$ cat src/design/fat12_pkg.sv
// ----------------------------------------------------------------------------
// fat12_pkg
// Shared types and constants for the FAT12 table unpacker and chain walker.
// ----------------------------------------------------------------------------
package fat12_pkg;

  localparam int FAT_ENTRIES   = 4096;
  localparam int CLUSTER_BYTES = 512;
  localparam int MAX_CHUNKS    = 64;
  localparam int QUEUE_DEPTH   = 4;

  localparam int TABLE_BYTES   = (FAT_ENTRIES * 3 + 1) / 2;
  localparam int INDEX_W       = $clog2(FAT_ENTRIES);
  localparam int TRIPLE_W      = INDEX_W - 1;
  localparam int POS_W         = 13;
  localparam int ENTRY_W       = 12;
  localparam int SIZE_W        = 16;
  localparam int OFFSET_W      = 21;
  localparam int LENGTH_W      = 10;
  localparam int CLUSTER_SHIFT = $clog2(CLUSTER_BYTES);
  localparam int COUNT_W       = (MAX_CHUNKS > 1) ? $clog2(MAX_CHUNKS) : 1;
  localparam int QPTR_W        = $clog2(QUEUE_DEPTH);

  // input kind codes
  localparam logic KIND_LOAD = 1'b0;
  localparam logic KIND_WALK = 1'b1;

  // queue command codes
  localparam logic CMD_WRITE = 1'b0;
  localparam logic CMD_WALK  = 1'b1;

  typedef struct packed {
    logic                kind;
    logic [7:0]          fat_byte;
    logic [ENTRY_W-1:0]  start_cluster;
    logic [SIZE_W-1:0]   file_size;
  } in_item_t;

  typedef struct packed {
    logic [OFFSET_W-1:0] image_offset;
    logic [LENGTH_W-1:0] chunk_length;
    logic                last_chunk;
  } out_item_t;

  // Command passed from front to back: a table write or a walk request.
  typedef struct packed {
    logic                cmd;
    logic [ENTRY_W-1:0]  addr;   // entry index or start cluster
    logic [SIZE_W-1:0]   arg;    // entry value (low bits) or file size
  } cmd_t;

endpackage

$ cat src/design/fat12_queue.sv
// ----------------------------------------------------------------------------
// fat12_queue
// Short command FIFO between the front and back parts.
// ----------------------------------------------------------------------------
module fat12_queue (
  input  logic            clk,
  input  logic            rst_n,
  input  logic            push,
  input  fat12_pkg::cmd_t push_cmd,
  output logic            full,
  input  logic            pop,
  output logic            head_valid,
  output fat12_pkg::cmd_t head_cmd
);
  import fat12_pkg::*;

  cmd_t              slot_r [QUEUE_DEPTH];
  logic [QPTR_W-1:0] wr_ptr_r, wr_ptr_nxt;
  logic [QPTR_W-1:0] rd_ptr_r, rd_ptr_nxt;
  logic [QPTR_W:0]   count_r, count_nxt;
  logic              do_push, do_pop;

  assign full       = (count_r == (QPTR_W+1)'(QUEUE_DEPTH));
  assign head_valid = (count_r != '0);
  assign head_cmd   = slot_r[rd_ptr_r];

  assign do_push = push && !full;
  assign do_pop  = pop && head_valid;

  always_comb begin
    wr_ptr_nxt = do_push ? wr_ptr_r + 1'b1 : wr_ptr_r;
    rd_ptr_nxt = do_pop  ? rd_ptr_r + 1'b1 : rd_ptr_r;
    count_nxt  = count_r;
    if (do_push && !do_pop) begin
      count_nxt = count_r + 1'b1;
    end else if (do_pop && !do_push) begin
      count_nxt = count_r - 1'b1;
    end
  end

  always_ff @(posedge clk) begin
    if (!rst_n) begin
      wr_ptr_r <= '0;
      rd_ptr_r <= '0;
      count_r  <= '0;
    end else begin
      wr_ptr_r <= wr_ptr_nxt;
      rd_ptr_r <= rd_ptr_nxt;
      count_r  <= count_nxt;
    end
  end

  always_ff @(posedge clk) begin
    if (do_push) begin
      slot_r[wr_ptr_r] <= push_cmd;
    end
  end

endmodule

$ cat config.mk
export PLATFORM = sky130hd
export DESIGN_NAME = fat12_queue
export DESIGN_NICKNAME = d
export VERILOG_FILES = /design/src/design/fat12_pkg.sv /design/src/design/fat12_queue.sv
export SDC_FILE = /design/constraint.sdc
export NUM_CORES = 1
export LEC_CHECK = 0
export ABC_AREA = 0
export BUFFER_PORTS_ARGS = -buffer_cell sky130_fd_sc_hd__buf_2
export CORE_UTILIZATION = 36
export CTS_BUF_LIST = sky130_fd_sc_hd__clkbuf_8 sky130_fd_sc_hd__clkbuf_16
export CTS_CLUSTER_SIZE = 25
export DETAILED_ROUTE_END_ITERATION = 10
export PLACE_DENSITY = 0.66
export SYNTH_ARGS = -nofsm -noshare
export SYNTH_HDL_FRONTEND = slang
export SYNTH_SLANG_ARGS = --single-unit
$ cat constraint.sdc
create_clock -name clk -period 6 [get_ports clk]
set_input_delay 0.6 -clock clk [delete_from_list [all_inputs] [get_ports clk]]
set_output_delay 0.6 -clock clk [all_outputs]
set_load 0.1 [all_outputs]
Word-level counts from Yosys, hierarchy flattened
Memory sizes are Yosys's and may differ from the RTL's. A register that Yosys moved wholly into a read port is not among the register bits.
Cells that the tools add are included.
W data, S select, Z words.
Word-level totals
  flip-flop bits (word level): 7
  input port bits: 33
  word-level logic and storage cells: 24
  output and inout bits: 31
  memories: 1
  bits in writable memories: 116
Operators by class
  reductions and logical operators: 9
  add/sub/neg operators: 4
  mux-type cells: 6
  eq/ne operators: 1
Memory list
  slot_r: depth 4, width 29, read ports 1, clocked after Yosys merged registers in 1, write ports 1, RTL line fat12_queue.sv:17  | cmd_t slot_r [QUEUE_DEPTH];
Operator list (number)
  $mux W3: 2
  $add A2 B1 Y2 const B: 2
  $logic_and A1 B1 Y1: 4
  $mux W2: 2
  $add A3 B1 Y3 const B: 1
  $eq A3 B3 Y1 const B: 1
  $logic_not A1 Y1: 3
  $reduce_bool A3 Y1: 1
  $sub A3 B1 Y3 const B: 1
  $mux W1: 2
  $reduce_bool A2 Y1: 1

Longest topological paths before layout
  depth in word-level cells: 7
  gate-level depth with buffers: 9
  depth with buffers taken out: 8

Worst setup path after synthesis
OpenSTA, ideal clock, no wires.
  path type: register to register
  start point: register count_r[2]
  end point: register count_r[2]
  required time: 5924 ps
  cell stages (with the launch flop): 10
  library setup time: 76 ps
  path buffers: 1
  clock period less this slack: 2925 ps
  data arrival time: 2849 ps
  path slack: 3075 ps
  cells stage by stage: dfxtp_1 nor3b_2 nor2b_1 buf_2 ha_1 inv_1 fa_1 xor2_1 or3_1 a21boi_0
Between the ends
  word-level cells in the longest chain between the ends: 6
  elaborated cells on any way between the ends: 14
  those cells by class: add/sub (2); eq/ne (1); mux (2); reduce/logical (9)
Ends and longest elaborated chain
  start, declared: RTL line fat12_queue.sv:20  | logic [QPTR_W:0] count_r, count_nxt;
  start signal, assigned: RTL line fat12_queue.sv:49  | count_r <= count_nxt;
  $eq A3 B3 Y1 *: RTL line fat12_queue.sv:23  | assign full = (count_r == (QPTR_W+1)'(QUEUE_DEPTH));
  via full: RTL line fat12_queue.sv:10  | output logic full,
  $logic_not A1 Y1 *: RTL line fat12_queue.sv:27  | assign do_push = push && !full;
  $logic_and A1 B1 Y1 *: RTL line fat12_queue.sv:27
  via do_push: RTL line fat12_queue.sv:21  | logic do_push, do_pop;
  $logic_not A1 Y1: RTL line fat12_queue.sv:36  | end else if (do_pop && !do_push) begin
  $logic_and A1 B1 Y1: RTL line fat12_queue.sv:36
  $reduce_bool A2 Y1 (no source line)
Mark *: on every way through the listed nets, which the timed path passes. The rest lies on a longest branch. The select of a mux whose other input is x is not followed.
A chain may end at the register's enable or synchronous reset.

==> flow_summary.ini <==
[die]
dieArea_sq_mm = 0.0135
die_width_um = 116
start_util_pct = 37.1
io_pins = 64
fp-row-count = 41
fp.dieH_um = 116
coreArea_sq_mm = 0.0126

[setup_path]
critPathKind = reg -> out
cp-end-kind = primary output
critPathRequiredTime_ps = 5400
cp-start-kind = register
arrival_ps = 2420
slowest_delay_ps = 1030
crit_path_top_delay_cell = dfxtp_2
critical_path_buf_inv_count = 1
crit_family = flip-flops
crit-reg2reg-launch = count_r[0]
crit_cells = 2
path_cells = mux4_2 -> buf_2
r2r_cells = 8
critPathMaxFanout = 29

[detailed_routing]
vias_per_cell = 4.71
wire_per_inst_um = 17.3
ant_nets = 0
dr.pass1.iters = 4
drcViolationCount = 0
via_count = 2148
drt-total-wl_mm = 7.89
first_iter_violations = 76

[run]
drv_cap = 0

[clock_network]
root_buffer = clkbuf_16
post_cts_resized = 0
max-clock-path-buffers = 2
clkLatencyLatePin_ps = 410
cts_buffers = 17
cts.sinks = 125
holdBufCountCts = 0
post-cts-setup-buffers = 0
clkTransAtPathRegs_ps = 50
cts_tree = built
ctsHtreeMaxLevel = 4

[cells_and_area]
diodes = 0
nets = 312
fillers = 1118
area_growth_pct = 21.1
final_layout_size_suffix_gt1_share_pct = 43.7
final_common_cell = edfxtp_1
layout_common_cells = 116 x edfxtp_1, 63 x buf_2, 28 x mux4_2

[logic_synthesis]
netlist-cell-type-count = 24
ys_seq_area_share_pct = 78.3
syn_nets = 238
yosys.area.top_type_share_pct = 74.5
yosys_register_bits = 125
synthMuxAreaShare_pct = 14.7
synth_compound_area_share_pct = 0.722
syn-instance-count = 199
yosys.area.top_type = edfxtp_1
synth_xor_area_share_pct = 0.749
synth_top_family_by_area = multiplexers
synth.cell_area_sq_mm = 0.00468
synth_simple_gate_area_share_pct = 2.19
avgSynthCellArea_sq_um = 23.5
synth_area_leaders = edfxtp_1 74%, mux4_2 13%, dfxtp_1 3.9%
synth_fa_ha_area_share_pct = 1.77
synth_warnings = 0

[global_routing]
grt_max_degree = 30
overflow = 0
grt_pass1_vias = 2360
antenna_found_initial = 0
grt_pass1_wl_mm = 12.3
track_usage_pct = 13.3

[sta]
tightest_slew_ps = 1070
period_share_pct = 50.4
rsz0062_at_grt = no
slew-limit-headroom_pct = 28.5
finalSetupViolCount = 0
setup_ws_ps = 2980
fin_setup_tns_ps = 0
slew_violations = 0
fin_crit_ps = 3020
fin_skew_ps = 7.46
hold_violations = 0
fmax_mhz = 331

[hold_path]
hp-start = push_cmd[25]
hp-class = in -> reg
min_delay_path_depth = 1

[run_status]
run_status = finished, final reports clean

[placed_design]
post-place-ws_ps = 3280
portBuffers = 63
gp_congestion = 0.643
post-dp-hpwl_mm = 4.53
worst register-to-register path: stages (launching register included):
cell	delay [ps]
dfxtp_1	500
nor3b_2	90
nor2b_1	470
ha_1	280
inv_1	60
fa_1	370
xor2_1	160
or3_1	290
a21boi_0	160
cell type report:
cell class                      instances  area, sq um  share of cell area, %
Sequential cell                       125         3670                   64.7
Multi-Input combinational cell         63          946                   16.7
Clock buffer                           17          425                   7.51
Timing Repair Buffer                   63          315                   5.57
Tap cell                              172          215                   3.80
Clock inverter                         13         86.3                   1.52
Inverter                                3         11.3                  0.199
per-stage QoR:
| step | util, % | std cells | hold WS (ps) | cell area (sq um) |
|---|---|---|---|---|
| 2_1_floorplan | - | 199 | 468 | 4680 |
| 3_3_place_gp | 40.8 | 426 | 482 | 5150 |
| 3_5_place_dp | 40.8 | 426 | 502 | 5150 |
| 4_1_cts | 44.9 | 456 | 383 | 5670 |
| 5_1_grt | 44.9 | 456 | 393 | 5670 |
| 6_report | 44.9 | 456 | 400 | 5670 |
cell usage after synthesis:
cell,number
nor3b_2,1
or3_1,2
nor2b_1,2
o21ai_0,1
mux2i_1,3
inv_1,3
buf_4,1
clkbuf_1,2
buf_2,3
nand2_1,4
o31ai_2,1
fa_1,1
ha_1,5
xnor2_1,3
o311ai_1,1
mux4_2,28
edfxtp_1,116
xor2_1,1
a21boi_0,1
dfxtp_1,9
and2_1,8
mux4_1,1
buf_12,1
buf_6,1
metal layers:
metal	up-vias	wire, um	part of all wire, %	track usage (%)
met5	-	0	0	0
li1	973	-	-	-
met3	14	452	5.7	5.02
met4	0	171	2.2	7.95
met2	60	3990	51	21.4
met1	1101	3270	41	15.1
cell families (layout without fill, tap and decap cells):
logic type                 Yosys count  after routing
adders and majority gates            6              6
AOI/OAI and AO/OA                    4              4
xor gates and xnor gates             4              4
DFF                                125            125
buffers and inverters               11             96
muxes                               32             32
and+or+nand+nor                     17             17
worst paths after layout:
check,end,slack [ps]
setup / recovery,head_cmd[16],2980
hold / removal,slot_r[3][25],400
setup reg to reg,count_r[2],3550
hold reg to reg,wr_ptr_r[1],500
flip-flops by register name, summed over array words and instances, names as in the netlist, named ones only:
signal    cells
count_r       3
wr_ptr_r      2
slot_r      116
rd_ptr_r      2
Power is left out: the tool's default activity adds up to more than one toggle a clock period on the data nets, which glitch-free logic cannot reach.
