**src/design/fat12_pkg.sv**
```systemverilog
// ----------------------------------------------------------------------------
// fat12_pkg
// Shared types and constants for the FAT12 table unpacker and chain walker.
// ----------------------------------------------------------------------------
package fat12_pkg;

  localparam int FAT_ENTRIES   = 4096;
  localparam int CLUSTER_BYTES = 512;
  localparam int MAX_CHUNKS    = 64;
  localparam int QUEUE_DEPTH   = 4;

  localparam int TABLE_BYTES   = (FAT_ENTRIES * 3 + 1) / 2;
  localparam int INDEX_W       = $clog2(FAT_ENTRIES);
  localparam int TRIPLE_W      = INDEX_W - 1;
  localparam int POS_W         = 13;
  localparam int ENTRY_W       = 12;
  localparam int SIZE_W        = 16;
  localparam int OFFSET_W      = 21;
  localparam int LENGTH_W      = 10;
  localparam int CLUSTER_SHIFT = $clog2(CLUSTER_BYTES);
  localparam int COUNT_W       = (MAX_CHUNKS > 1) ? $clog2(MAX_CHUNKS) : 1;
  localparam int QPTR_W        = $clog2(QUEUE_DEPTH);

  // input kind codes
  localparam logic KIND_LOAD = 1'b0;
  localparam logic KIND_WALK = 1'b1;

  // queue command codes
  localparam logic CMD_WRITE = 1'b0;
  localparam logic CMD_WALK  = 1'b1;

  typedef struct packed {
    logic                kind;
    logic [7:0]          fat_byte;
    logic [ENTRY_W-1:0]  start_cluster;
    logic [SIZE_W-1:0]   file_size;
  } in_item_t;

  typedef struct packed {
    logic [OFFSET_W-1:0] image_offset;
    logic [LENGTH_W-1:0] chunk_length;
    logic                last_chunk;
  } out_item_t;

  // Command passed from front to back: a table write or a walk request.
  typedef struct packed {
    logic                cmd;
    logic [ENTRY_W-1:0]  addr;   // entry index or start cluster
    logic [SIZE_W-1:0]   arg;    // entry value (low bits) or file size
  } cmd_t;

endpackage

```
**src/design/fat12_front.sv**
```systemverilog
// ----------------------------------------------------------------------------
// fat12_front
// Input side: accept transactions, unpack FAT bytes into entry writes and
// forward walk requests to the command queue.
// ----------------------------------------------------------------------------
module fat12_front (
  input  logic               clk,
  input  logic               rst_n,
  input  logic               in_valid,
  input  fat12_pkg::in_item_t in_data,
  output logic               in_stall,
  output logic               q_push,
  output fat12_pkg::cmd_t    q_cmd,
  input  logic               q_full
);
  import fat12_pkg::*;

  localparam logic [1:0] PH_FIRST  = 2'd0;
  localparam logic [1:0] PH_SECOND = 2'd1;
  localparam logic [1:0] PH_THIRD  = 2'd2;

  logic [POS_W-1:0]    pos_r, pos_nxt;
  logic [1:0]          phase_r, phase_nxt;
  logic [TRIPLE_W-1:0] triple_r, triple_nxt;
  logic [7:0]          first_r, first_nxt;
  logic [7:0]          second_r, second_nxt;
  logic                accept, table_full;

  assign in_stall   = q_full;
  assign accept     = in_valid && !q_full;
  assign table_full = (pos_r == POS_W'(TABLE_BYTES));

  always_comb begin
    pos_nxt    = pos_r;
    phase_nxt  = phase_r;
    triple_nxt = triple_r;
    first_nxt  = first_r;
    second_nxt = second_r;
    q_push     = 1'b0;
    q_cmd      = '0;
    if (accept && in_data.kind == KIND_WALK) begin
      q_push     = 1'b1;
      q_cmd.cmd  = CMD_WALK;
      q_cmd.addr = in_data.start_cluster;
      q_cmd.arg  = in_data.file_size;
    end else if (accept && !table_full) begin
      pos_nxt = pos_r + 1'b1;
      case (phase_r)
        PH_FIRST: begin
          first_nxt = in_data.fat_byte;
          phase_nxt = PH_SECOND;
        end
        PH_SECOND: begin
          second_nxt = in_data.fat_byte;
          phase_nxt  = PH_THIRD;
          q_push     = 1'b1;
          q_cmd.cmd  = CMD_WRITE;
          q_cmd.addr = ENTRY_W'({triple_r, 1'b0});
          q_cmd.arg  = SIZE_W'({in_data.fat_byte[3:0], first_r});
        end
        default: begin
          phase_nxt  = PH_FIRST;
          triple_nxt = triple_r + 1'b1;
          q_push     = 1'b1;
          q_cmd.cmd  = CMD_WRITE;
          q_cmd.addr = ENTRY_W'({triple_r, 1'b1});
          q_cmd.arg  = SIZE_W'({in_data.fat_byte, second_r[7:4]});
        end
      endcase
    end
  end

  always_ff @(posedge clk) begin
    if (!rst_n) begin
      pos_r    <= '0;
      phase_r  <= PH_FIRST;
      triple_r <= '0;
      first_r  <= '0;
      second_r <= '0;
    end else begin
      pos_r    <= pos_nxt;
      phase_r  <= phase_nxt;
      triple_r <= triple_nxt;
      first_r  <= first_nxt;
      second_r <= second_nxt;
    end
  end

endmodule

```
**config.mk**
```make
export PLATFORM = sky130hd
export DESIGN_NAME = fat12_front
export DESIGN_NICKNAME = d
export VERILOG_FILES = /design/src/design/fat12_pkg.sv /design/src/design/fat12_front.sv
export SDC_FILE = /design/constraint.sdc
export NUM_CORES = 1
export LEC_CHECK = 0
export BUFFER_PORTS_ARGS = -buffer_cell sky130_fd_sc_hd__buf_2
export CAP_MARGIN = 30
export CORE_MARGIN = 4
export CORE_UTILIZATION = 46
export CTS_CLUSTER_DIAMETER = 40
export DETAILED_ROUTE_END_ITERATION = 10
export MAX_ROUTING_LAYER = met4
export PLACE_DENSITY_LB_ADDON = 0.12
export SLEW_MARGIN = 10
export SYNTH_ARGS = -nofsm -noshare
export SYNTH_HDL_FRONTEND = slang
export SYNTH_SLANG_ARGS = --single-unit
```
**constraint.sdc**
```tcl
create_clock -name clk -period 2.3 [get_ports clk]
set_clock_uncertainty 0.2 [all_clocks]
set_input_delay 0.46 -clock clk [delete_from_list [all_inputs] [get_ports clk]]
set_output_delay 0.46 -clock clk [all_outputs]
set_load 0.02 [all_outputs]
```
### Word level (Yosys, flattened, before mapping)

Index checks and enable logic that the tools add are counted.

* bits in registers: 42
* input port bits: 41
* output and inout port bits: 31

* add/subtract/negate cells: 2
* equal/unequal tests: 2
* mux-type cells: 7
* bitwise operators: 2
* reductions and logical operators: 11

Operator list (number)
* $pmux 28 s2: 1
* $mux 29: 1
* $mux 28: 1
* $add 13x1->13 const B: 1
* $eq 13x13->1 const B: 1
* $add 11x1->11 const B: 1
* $reduce_and 3->1: 3
* $pmux 2 s2: 1
* $logic_and 1x1->1: 3
* $mux 1: 3
* $eq 2x1->1 const B: 1
* $logic_not 1->1: 2
* $logic_not 2->1: 1
* $not 1->1: 2
* $reduce_and 2->1: 1
* $reduce_or 2->1: 1

### Depth between registers and ports, before layout

Gate-level depths: netlist of run 1.

* depth in word-level cells: 5
* mapped depth: 9
* depth with buffers taken out: 6

### Worst setup path after synthesis of run 1

OpenSTA, ideal clock, no wires.

* kind: register to output
* start: register pos_r[0]
* end: output q_cmd[10] (netlist name)
* arrival time: 1919 ps
* required time: 1640 ps
* setup slack: -279 ps
* stages on the path, launching flop included: 9
* cells stage by stage: dfxtp_1 -> inv_1 -> ha_1 -> nor4b_1 -> and3_1 -> buf_4 -> nor4b_4 -> buf_4 -> a221o_1

RTL lines
* start, declared: line fat12_front.sv:22 `logic [POS_W-1:0] pos_r, pos_nxt;`
* start signal, assigned: line fat12_front.sv:81 `pos_r <= pos_nxt;`
* end, declared: line fat12_front.sv:13 `output fat12_pkg::cmd_t q_cmd,`

==> results of run 1 <==
## worst max-delay path, cell delays in order, from the launching register on
cell	delay, ps
dfxtp_2	330
inv_2	70
ha_4	120
nor4b_4	170
and3_4	220
buf_6	110
nor4b_4	50
buf_12	160
a221o_1	320
buf_6	140
## metal layers
metal / vias to the layer above / part of all wire [%]
met2: 67 / 52
met4: 0 / 1.5
met5: - / 0
li1: 1142 / -
met3: 8 / 4.7
met1: 1089 / 41
## where the power goes
group | internal (mW) | switching, mW | total [mW]
Clock | 0.241 | 0.241 | 0.482
Combinational | 0.0984 | 0.0956 | 0.194
Sequential | 0.665 | 0.00497 | 0.670
Total | 1.00 | 0.341 | 1.35
## layout make-up
cell class	instances	area, sq um
fillers	361	1410
inverters	6	22.5
flip-flops and latches	38	763
multi-input cells	194	1500
clock buffers	6	82.6
clock inverters	2	12.5
well taps	67	83.8
repair buffers	109	845
## sequential cells by signal (all words and copies together), names as in the netlist
register and flops:
pos_r 13, triple_r 11, first_r 8, second_r 4, phase_r 2
## cell families (layout without fill, tap and decap cells)
family	after synthesis	after routing	synth area share (%)
adders and majority gates	3	3	1.68
buffers and inverters	27	123	5.94
muxes	16	16	7.18
AOI/OAI and AO/OA	53	53	18.9
xor gates and xnor gates	8	8	3.14
DFF	38	38	34.1
and+or+nand+nor	114	114	29.1
## path summary, 6_finish.rpt
| check | startpoint | end | cells after the start |
|---|---|---|---|
| worst min register to register | first_r[3]$_SDFFE_PN0P_ | first_r[3]$_SDFFE_PN0P_ | 2 |
| worst min-delay path | in_data[31] | first_r[3]$_SDFFE_PN0P_ | 3 |
| worst max-delay path | pos_r[0]$_SDFFE_PN0P_ | q_cmd[1] | 9 |
| worst max register to register | pos_r[0]$_SDFFE_PN0P_ | triple_r[4]$_SDFFE_PN0P_ | 11 |
## cell usage in the layout (no fill, tap or decap), drive strengths merged, types with 3 or more instances in the layout
cell    count
nand2      30
o31ai       5
nor3        4
and3        5
nor4        7
nor2       13
clkbuf      6
xor2        3
xnor2       5
or4         5
inv         5
or3         3
a21oi       9
nand3       9
buf       109
a22o       11
ha          3
o21a        6
mux2i      16
and2       17
nand4       7
a221o      12
dfxtp      38
## stage by stage
| stage | cell area, sq um | utilization [%] | power [mW] | setup slack [ps] |
|---|---|---|---|---|
| after global placement | 2940 | 62.3 | 0.855 | -248 |
| after detailed placement | 2940 | 62.3 | 0.858 | -276 |
| final | 3310 | 70.1 | 1.35 | -349 |
| after floorplan | 2340 | - | 0.782 | -191 |
| after CTS | 3250 | 68.8 | 1.35 | -372 |
| after global routing | 3310 | 70.1 | 1.41 | -415 |
## timing repair
item	CTS	global route
gates resized for setup	46	28
endpoints found under the setup margin	25	25
gates cloned	1	0
pin swaps	2	9
setup buffers	4	4
==> impl_metrics.yaml, run 1 <==
timing:
  slew_headroom_pct: 73.9
  hold_violations: 0
  holdWs_ps: 235
  fin_crit_sh_pct: 115
  worst_pin_slew_ps: 391
  finalMaxSlewViolations: 0
  setup_tns_ps: -7710
  min_period_ps: 2650
  rsz0062_at_grt: "yes"
  worst_slack_ps: -349
  timing.fmax_mhz: 378
  setup_violations: 25
routing:
  route.vias.total: 2306
  drtIter0Drc: 58
  wire_per_inst_microns: 14.3
  antenna_left: 0
  drc: 0
  dr.pass1.iters: 5
  routed_wl_mm: 6.02
  routed_via_density: 5.46
floorplan:
  ioPinCount: 72
  start_util_pct: 47.2
  die_area_sq_um: 6030
  placementRows: 25
  core_area_sq_um: 4720
  die_x_microns: 77.6
  fp.dieH_microns: 77.6
logic_synthesis:
  ys_seq_area_share_pct: 34.1
  yosysTopAreaCell: "dfxtp_1"
  synth_area_leaders: "dfxtp_1, mux2i_1, a221o_1"
  async_flop_share_pct: 0
  synth_area_sq_um: 2230
  syn-instance-count: 259
  ys_ff_latch: 38
  ys_types: 46
  synth_edf_count: 0
  synth_common_cells: "dfxtp_1, nand2_1, and2_1, mux2i_1, nor2_1"
  yosysMostFrequentCell: "dfxtp_1"
  synthFlopType: "dfxtp_1"
  ys_warn_count: 0
  synth_top_area_share_pct: 34.1
  synth.avg_cell_area_sq_um: 8.61
  syn_nets: 303
clocking:
  numCtsBuffers: 5
  cts_tree: "built"
  max-clock-path-buffers: 2
  clk_pin_slew_ps: 80
  cts_root_buffer: "clkbuf_8"
  htreeDepth: 2
  ctsHoldBuffers: 0
  cts.sinks: 38
  clkLatencyLatePin_ps: 290
grt:
  grt_usage_pct: 20.2
  grt_use_met2_pct: 36.6
  grt_pass1_vias: 2167
  grt_use_met1_pct: 21.7
  grt_first_pass_wirelength_mm: 9.64
  met3_usage_pct: 3.83
  grt_max_degree: 32
  top_usage_layer: "met2"
  grt_overflow: 0
  antenna_found_initial: 0
pwr:
  powerDensity_nw_per_um2: 406
  leakagePower_nw: 1.39
  vdd.ir_drop.worst_mv: 0.345
run_status:
  violations: "setup timing"
  status: "finished, violations left"
min_path:
  min_path_type: "input pin to register"
place:
  place_hpwl_mm: 4.16
  dp_cells: 408
  place_congestion: 0.861
  port_buffers: 71
cells_and_area:
  fin_cells: 422
  diodes: 0
  areaGrowthSynthToFinish_pct: 48.5
  drive_above_1_share_pct: 40.6
  layout.nets: 398
setup_path:
  ff2ff_setup_slack_ps: 40
  required_ps: 1640
  arrival_ps: 1990
  crit_path_end_kind: "output port"
  crit_type: "register to output port"
  crit_fanout: 15
  cp-start-kind: "register"
run:
  maxCapViolations: 0
Note: power is estimated with default switching activity, not from simulation.
==> inputs of run 2 (changes only) <==
SETUP_SLACK_MARGIN = 0.05   (was not set)
==> run 2 against run 1 <==
The run still ends with setup timing left. Wire length rose by 3.0%. Utilization fell by 1.7 points. Clock power decreased by 3%. Final cell count is the same. Critical endpoint is now q_cmd[11]. Via count down 0.52%. Setup slack worse by 6.3 ps. Hold slack better by 15 ps. Register-to-register slack improved by 120 ps. Critical path depth decreased by 1.
==> impl_metrics.yaml, run 2 (same netlist as run 1, synthesis figures left out) <==
cells_and_area:
  drive_above_1_share_pct: 39.2
  layout.nets: 398
  nFillCells: 391
  largest_reg_flops: 13
  fin_cells: 422
  diodes: 0
  final_common_cell: "buf_2"
  layout_common_cells: "buf_2, buf_4, dfxtp_1, nand2_1"
  largest_registers: "pos_r x13, triple_r x11, first_r x8"
  areaGrowthSynthToFinish_pct: 44.8
  largest-register: "pos_r"
  multiInputGateArea_sq_um: 1500
  register_area_sq_um: 763
timing:
  timing.fmax_mhz: 377
  rsz0062_at_grt: "yes"
  hold_violations: 0
  slew_headroom_pct: 72.2
  fin_crit_sh_pct: 115
  finalMaxSlewViolations: 0
  worst_slack_ps: -355
  min_period_ps: 2660
  setup_violations: 25
  worst_pin_slew_ps: 414
pwr:
  powerDensity_nw_per_um2: 411
  leakagePower_nw: 1.37
  vdd.ir_drop.worst_mv: 0.364
  seqPwrFrac_pct: 50.4
  finalPower_mw: 1.33
  netSwitchingFraction_pct: 24.5
  netSwitchingPower_uw: 326
  combPwrFrac_pct: 14.3
  p_clk_share_pct: 35.3
  power.internal_mw: 1.00
run_status:
  violations: "setup timing"
  status: "finished, violations left"
grt:
  grt_pass1_vias: 2249
  grt_max_degree: 34
  antenna_found_initial: 0
  grt_first_pass_wirelength_mm: 10.7
  grt_usage_pct: 22.4
  grt_overflow: 0
setup_path:
  cp-start-kind: "register"
  crit_fanout: 6
  ff2ff_setup_slack_ps: 160
  crit_path_end_kind: "output port"
  crit_type: "register to output port"
  required_ps: 1640
  arrival_ps: 2000
run:
  maxCapViolations: 0
clocking:
  ctsHoldBuffers: 0
  numCtsBuffers: 5
  max-clock-path-buffers: 2
  cts_tree: "built"
  htreeDepth: 2
  cts.sinks: 38
  clkLatencyLatePin_ps: 290
  clk_pin_slew_ps: 80
  cts_root_buffer: "clkbuf_8"
routing:
  antenna_left: 0
  routed_wl_mm: 6.20
  wire_per_inst_microns: 14.7
  routed_via_density: 5.44
  dr.pass1.iters: 4
  route.vias.total: 2294
  drc: 0
  drtIter0Drc: 93
place:
  place_hpwl_mm: 4.22
  port_buffers: 71
  place_congestion: 0.850
  dp_cells: 407
floorplan:
  core_area_sq_um: 4720
  start_util_pct: 47.2
  die_area_sq_um: 6030
  fp.dieH_microns: 77.6
  placementRows: 25
  die_x_microns: 77.6
  ioPinCount: 72
min_path:
  min_path_type: "input pin to register"
## run 2: cell count changes in the layout (fill, tap and decap cells not counted)
cell	previous run	this run
nor2_2	0	1
clkinvlp_4	1	0
or4b_4	1	0
buf_12	2	1
buf_6	31	17
or4b_1	1	2
or4_1	4	5
a21oi_1	7	9
buf_8	0	1
a21oi_2	2	0
buf_2	46	48
buf_4	30	41
or4_4	1	0
clkbuf_1	0	1
## run 2: stage by stage
stage / area [sq um] / setup TNS, ps / hold WS, ps / setup WS [ps] / utilization (%)
2_1_floorplan: 2340 / -1420 / 235 / -191 / -
3_3_place_gp: 2920 / -5930 / 245 / -260 / 61.8
3_5_place_dp: 2920 / -5980 / 250 / -262 / 61.8
4_1_cts: 3240 / -7550 / 237 / -368 / 68.6
5_1_grt: 3230 / -10010 / 251 / -454 / 68.4
6_report: 3230 / -7620 / 249 / -355 / 68.4
## run 2: worst paths after layout
path                            from                  endpoint  depth (start not counted)
max reg2reg    pos_r[1]$_SDFFE_PN0P_  second_r[4]$_SDFFE_PN0P_                          9
max            pos_r[1]$_SDFFE_PN0P_                 q_cmd[11]                          8
min                      in_data[28]   first_r[0]$_SDFFE_PN0P_                          3
min reg2reg  first_r[5]$_SDFFE_PN0P_   first_r[5]$_SDFFE_PN0P_                          2
## run 2: repair_timing
action | in CTS | in global routing
setup endpoints to repair | 25 | 25
setup buffers | 6 | 1
cloned | 1 | 1
gates resized for setup | 54 | 1
pin swaps | 6 | 6
## run 2: final cells by class
class                           count  share of cell area, %
Multi-Input combinational cell    195                   46.3
Timing Repair Buffer              108                   24.0
Sequential cell                    38                   23.6
Clock buffer                        7                   2.67
Tap cell                           67                   2.59
Inverter                            6                  0.697
Clock inverter                      1                  0.155
## run 2: critical path, stage by stage (launching register included)
cell and delay (ps):
dfxtp_2 330, inv_2 70, ha_4 120, nor4b_4 180, and3_4 250, buf_4 160
nor2_2 90, a221o_1 350, buf_4 160
## run 2: layer usage
layer	track usage, %	up-vias	wire, microns	part of all wire (%)
met1	26.8	1078	2660	43
li1	-	1149	-	-
met3	4.64	8	331	5.3
met2	38.0	59	3120	50
met5	-	-	0	0
met4	6.23	0	85	1.4
## run 2: power by group through the flow
| stage | Clock [mW] | Combinational [mW] | Sequential, mW |
|---|---|---|---|
| 4_1_cts | 0.489 | 0.190 | 0.670 |
| 6_report | 0.469 | 0.190 | 0.670 |
| 2_1_floorplan | 0 | 0.0977 | 0.684 |
| 3_3_place_gp | 0 | 0.171 | 0.685 |
| 3_5_place_dp | 0 | 0.172 | 0.685 |
| 5_1_grt | 0.518 | 0.208 | 0.671 |
==> inputs of run 3 (changes only) <==
==> constraint.sdc (replaced) <==
create_clock -name clk -period 2.3 [get_ports clk]
set_clock_uncertainty 0.2 [all_clocks]
set_input_delay 0.115 -clock clk [delete_from_list [all_inputs] [get_ports clk]]
set_output_delay 0.115 -clock clk [all_outputs]
set_load 0.02 [all_outputs]
==> run 3 against run 2 <==
The run still ends with setup timing left. Global-route usage shrank 1.2 points. Flip-flop and latch count is the same. Final cell count is the same. Die area is the same. Critical endpoint is now q_cmd[9]. Sequential share of layout area shrank 0.11 points. Wire length shrank 0.35%. Largest cell class unchanged.
==> impl_metrics.yaml, run 3 (same netlist as run 1, synthesis figures left out) <==
floorplan:
  die_area_sq_um: 6030
  die_x_microns: 77.6
  placementRows: 25
  ioPinCount: 72
  fp.dieH_microns: 77.6
  start_util_pct: 47.2
  core_area_sq_um: 4720
cells_and_area:
  nFillCells: 377
  largest_registers: "pos_r x13, triple_r x11, first_r x8"
  layout_common_cells: "buf_2, dfxtp_1, buf_4, nand2_1, and2_1"
  final_common_cell: "buf_2"
  largest_reg_flops: 13
  final_util_pct: 69.0
  diodes: 0
  areaGrowthSynthToFinish_pct: 46.0
  drive_above_1_share_pct: 35.5
  layout.nets: 399
  largest-register: "pos_r"
run:
  maxCapViolations: 0
setup_path:
  cp-start-kind: "register"
  critical-path-max-stage-delay_ps: 350
  path_cells: "nor4bb_4, and3_4, buf_12, nor4b_4, buf_4, clkbuf_16, a221o_1, buf_6"
  ff2ff_setup_slack_ps: 70
  required_ps: 1990
  crit_type: "register to output port"
  arrival_ps: 2140
  crit_fanout: 4
  crit_path_end_kind: "output port"
  cp_slowest_cell: "dfxtp_2"
routing:
  routed_via_density: 5.41
  antenna_left: 0
  routed_wl_mm: 6.18
  route.vias.total: 2285
  dr.pass1.iters: 4
  drc: 0
  drtIter0Drc: 80
  wire_per_inst_microns: 14.6
timing:
  holdWs_ps: 133
  worst_slack_ps: -153
  fin_crit_sh_pct: 107
  hold_violations: 0
  rsz0062_at_grt: "yes"
  setup_tns_ps: -2160
  setup_violations: 24
  timing.fmax_mhz: 408
  finalMaxSlewViolations: 0
  min_period_ps: 2450
  worst_pin_slew_ps: 573
  slew_headroom_pct: 61.8
place:
  port_buffers: 71
  place_congestion: 0.848
  preCtsSetupSlack_ps: -106
  place_hpwl_mm: 3.98
pwr:
  p_clk_share_pct: 33.8
  netSwitchingFraction_pct: 25.5
  netSwitchingPower_uw: 331
  vdd.ir_drop.worst_mv: 0.370
  leakagePower_nw: 1.34
  powerDensity_nw_per_um2: 398
  seqPwrFrac_pct: 51.8
  combPwrFrac_pct: 14.4
  power.internal_uw: 964
clocking:
  max-clock-path-buffers: 2
  cts_tree: "built"
  clk_pin_slew_ps: 80
  cts.sinks: 38
  numCtsBuffers: 5
  cts_root_buffer: "clkbuf_8"
  clkLatencyLatePin_ps: 290
  htreeDepth: 2
grt:
  grt_first_pass_wirelength_mm: 10.2
  antenna_found_initial: 0
  met3_usage_pct: 4.52
  grt_use_met1_pct: 25.1
  grt_usage_pct: 21.2
  grt_overflow: 0
  grt_use_met2_pct: 35.3
  grt_max_degree: 34
  grt_pass1_vias: 2204
  top_usage_layer: "met2"
run_status:
  violations: "setup timing"
  status: "finished, violations left"
min_path:
  min_path_type: "input pin to register"
run 3: cell types whose count changed in the layout (fill, tap and decap cells not counted), sizes merged:
cell         before  now
buf             108   98
clkinv            2    3
nor2             14   13
bufbuf            0    2
dlygate4sd3       0    8
run 3: critical path, delay by kind of cell (launching register included):
kind	cells	cell delay, ps
simple gates	3	620
buf+inv	4	550
flops	1	350
compound gates	1	320
run 3: path summary, 6_finish.rpt:
kind                           startpoint                       end  cells past startpoint
hold / removal                      rst_n  triple_r[8]$_SDFFE_PN0P_                      3
setup / recovery   pos_r[11]$_SDFFE_PN0P_                  q_cmd[9]                      8
setup reg to reg    pos_r[0]$_SDFFE_PN0P_   first_r[0]$_SDFFE_PN0P_                     11
hold reg to reg   first_r[1]$_SDFFE_PN0P_   first_r[1]$_SDFFE_PN0P_                      2
run 3: area by class of cell:
class / instances / area (sq um) / area share, %
tap: 67 / 83.8 / 2.57
multi-input combinational: 194 / 1410 / 43.2
clock inverter: 2 / 10.0 / 0.307
sequential: 38 / 766 / 23.5
inverter: 6 / 22.5 / 0.692
clock buffer: 5 / 68.8 / 2.11
timing repair buffer: 110 / 898 / 27.6
run 3: repair_timing:
action | CTS | global route
resized for setup | 51 | 11
endpoints found under the hold margin | 12 | 0
hold buffers | 8 | 0
buffers inserted | 6 | 2
pin swaps | 8 | 11
endpoints found under the setup margin | 27 | 37
cloned | 3 | 1
run 3: power by group through the flow:
| stage | Clock, mW | Combinational (mW) | Sequential (mW) |
|---|---|---|---|
| floorplan | 0 | 0.0893 | 0.684 |
| detailed placement | 0 | 0.157 | 0.685 |
| finish | 0.437 | 0.187 | 0.670 |
| global route | 0.480 | 0.204 | 0.671 |
| global placement | 0 | 0.154 | 0.685 |
| CTS | 0.447 | 0.182 | 0.670 |
run 3: layer usage:
metal | wire length [microns] | part of all wire [%]
met1 | 2690 | 44
met2 | 3090 | 50
met3 | 293 | 4.7
met4 | 105 | 1.7
met5 | 0 | 0
run 3: through the flow:
stage | instance area [sq um] | power (mW) | std cells
4_1_cts | 3180 | 1.30 | 419
5_1_grt | 3260 | 1.36 | 422
2_1_floorplan | 2230 | 0.774 | 259
3_3_place_gp | 2720 | 0.839 | 395
3_5_place_dp | 2720 | 0.842 | 395
6_report | 3260 | 1.29 | 422
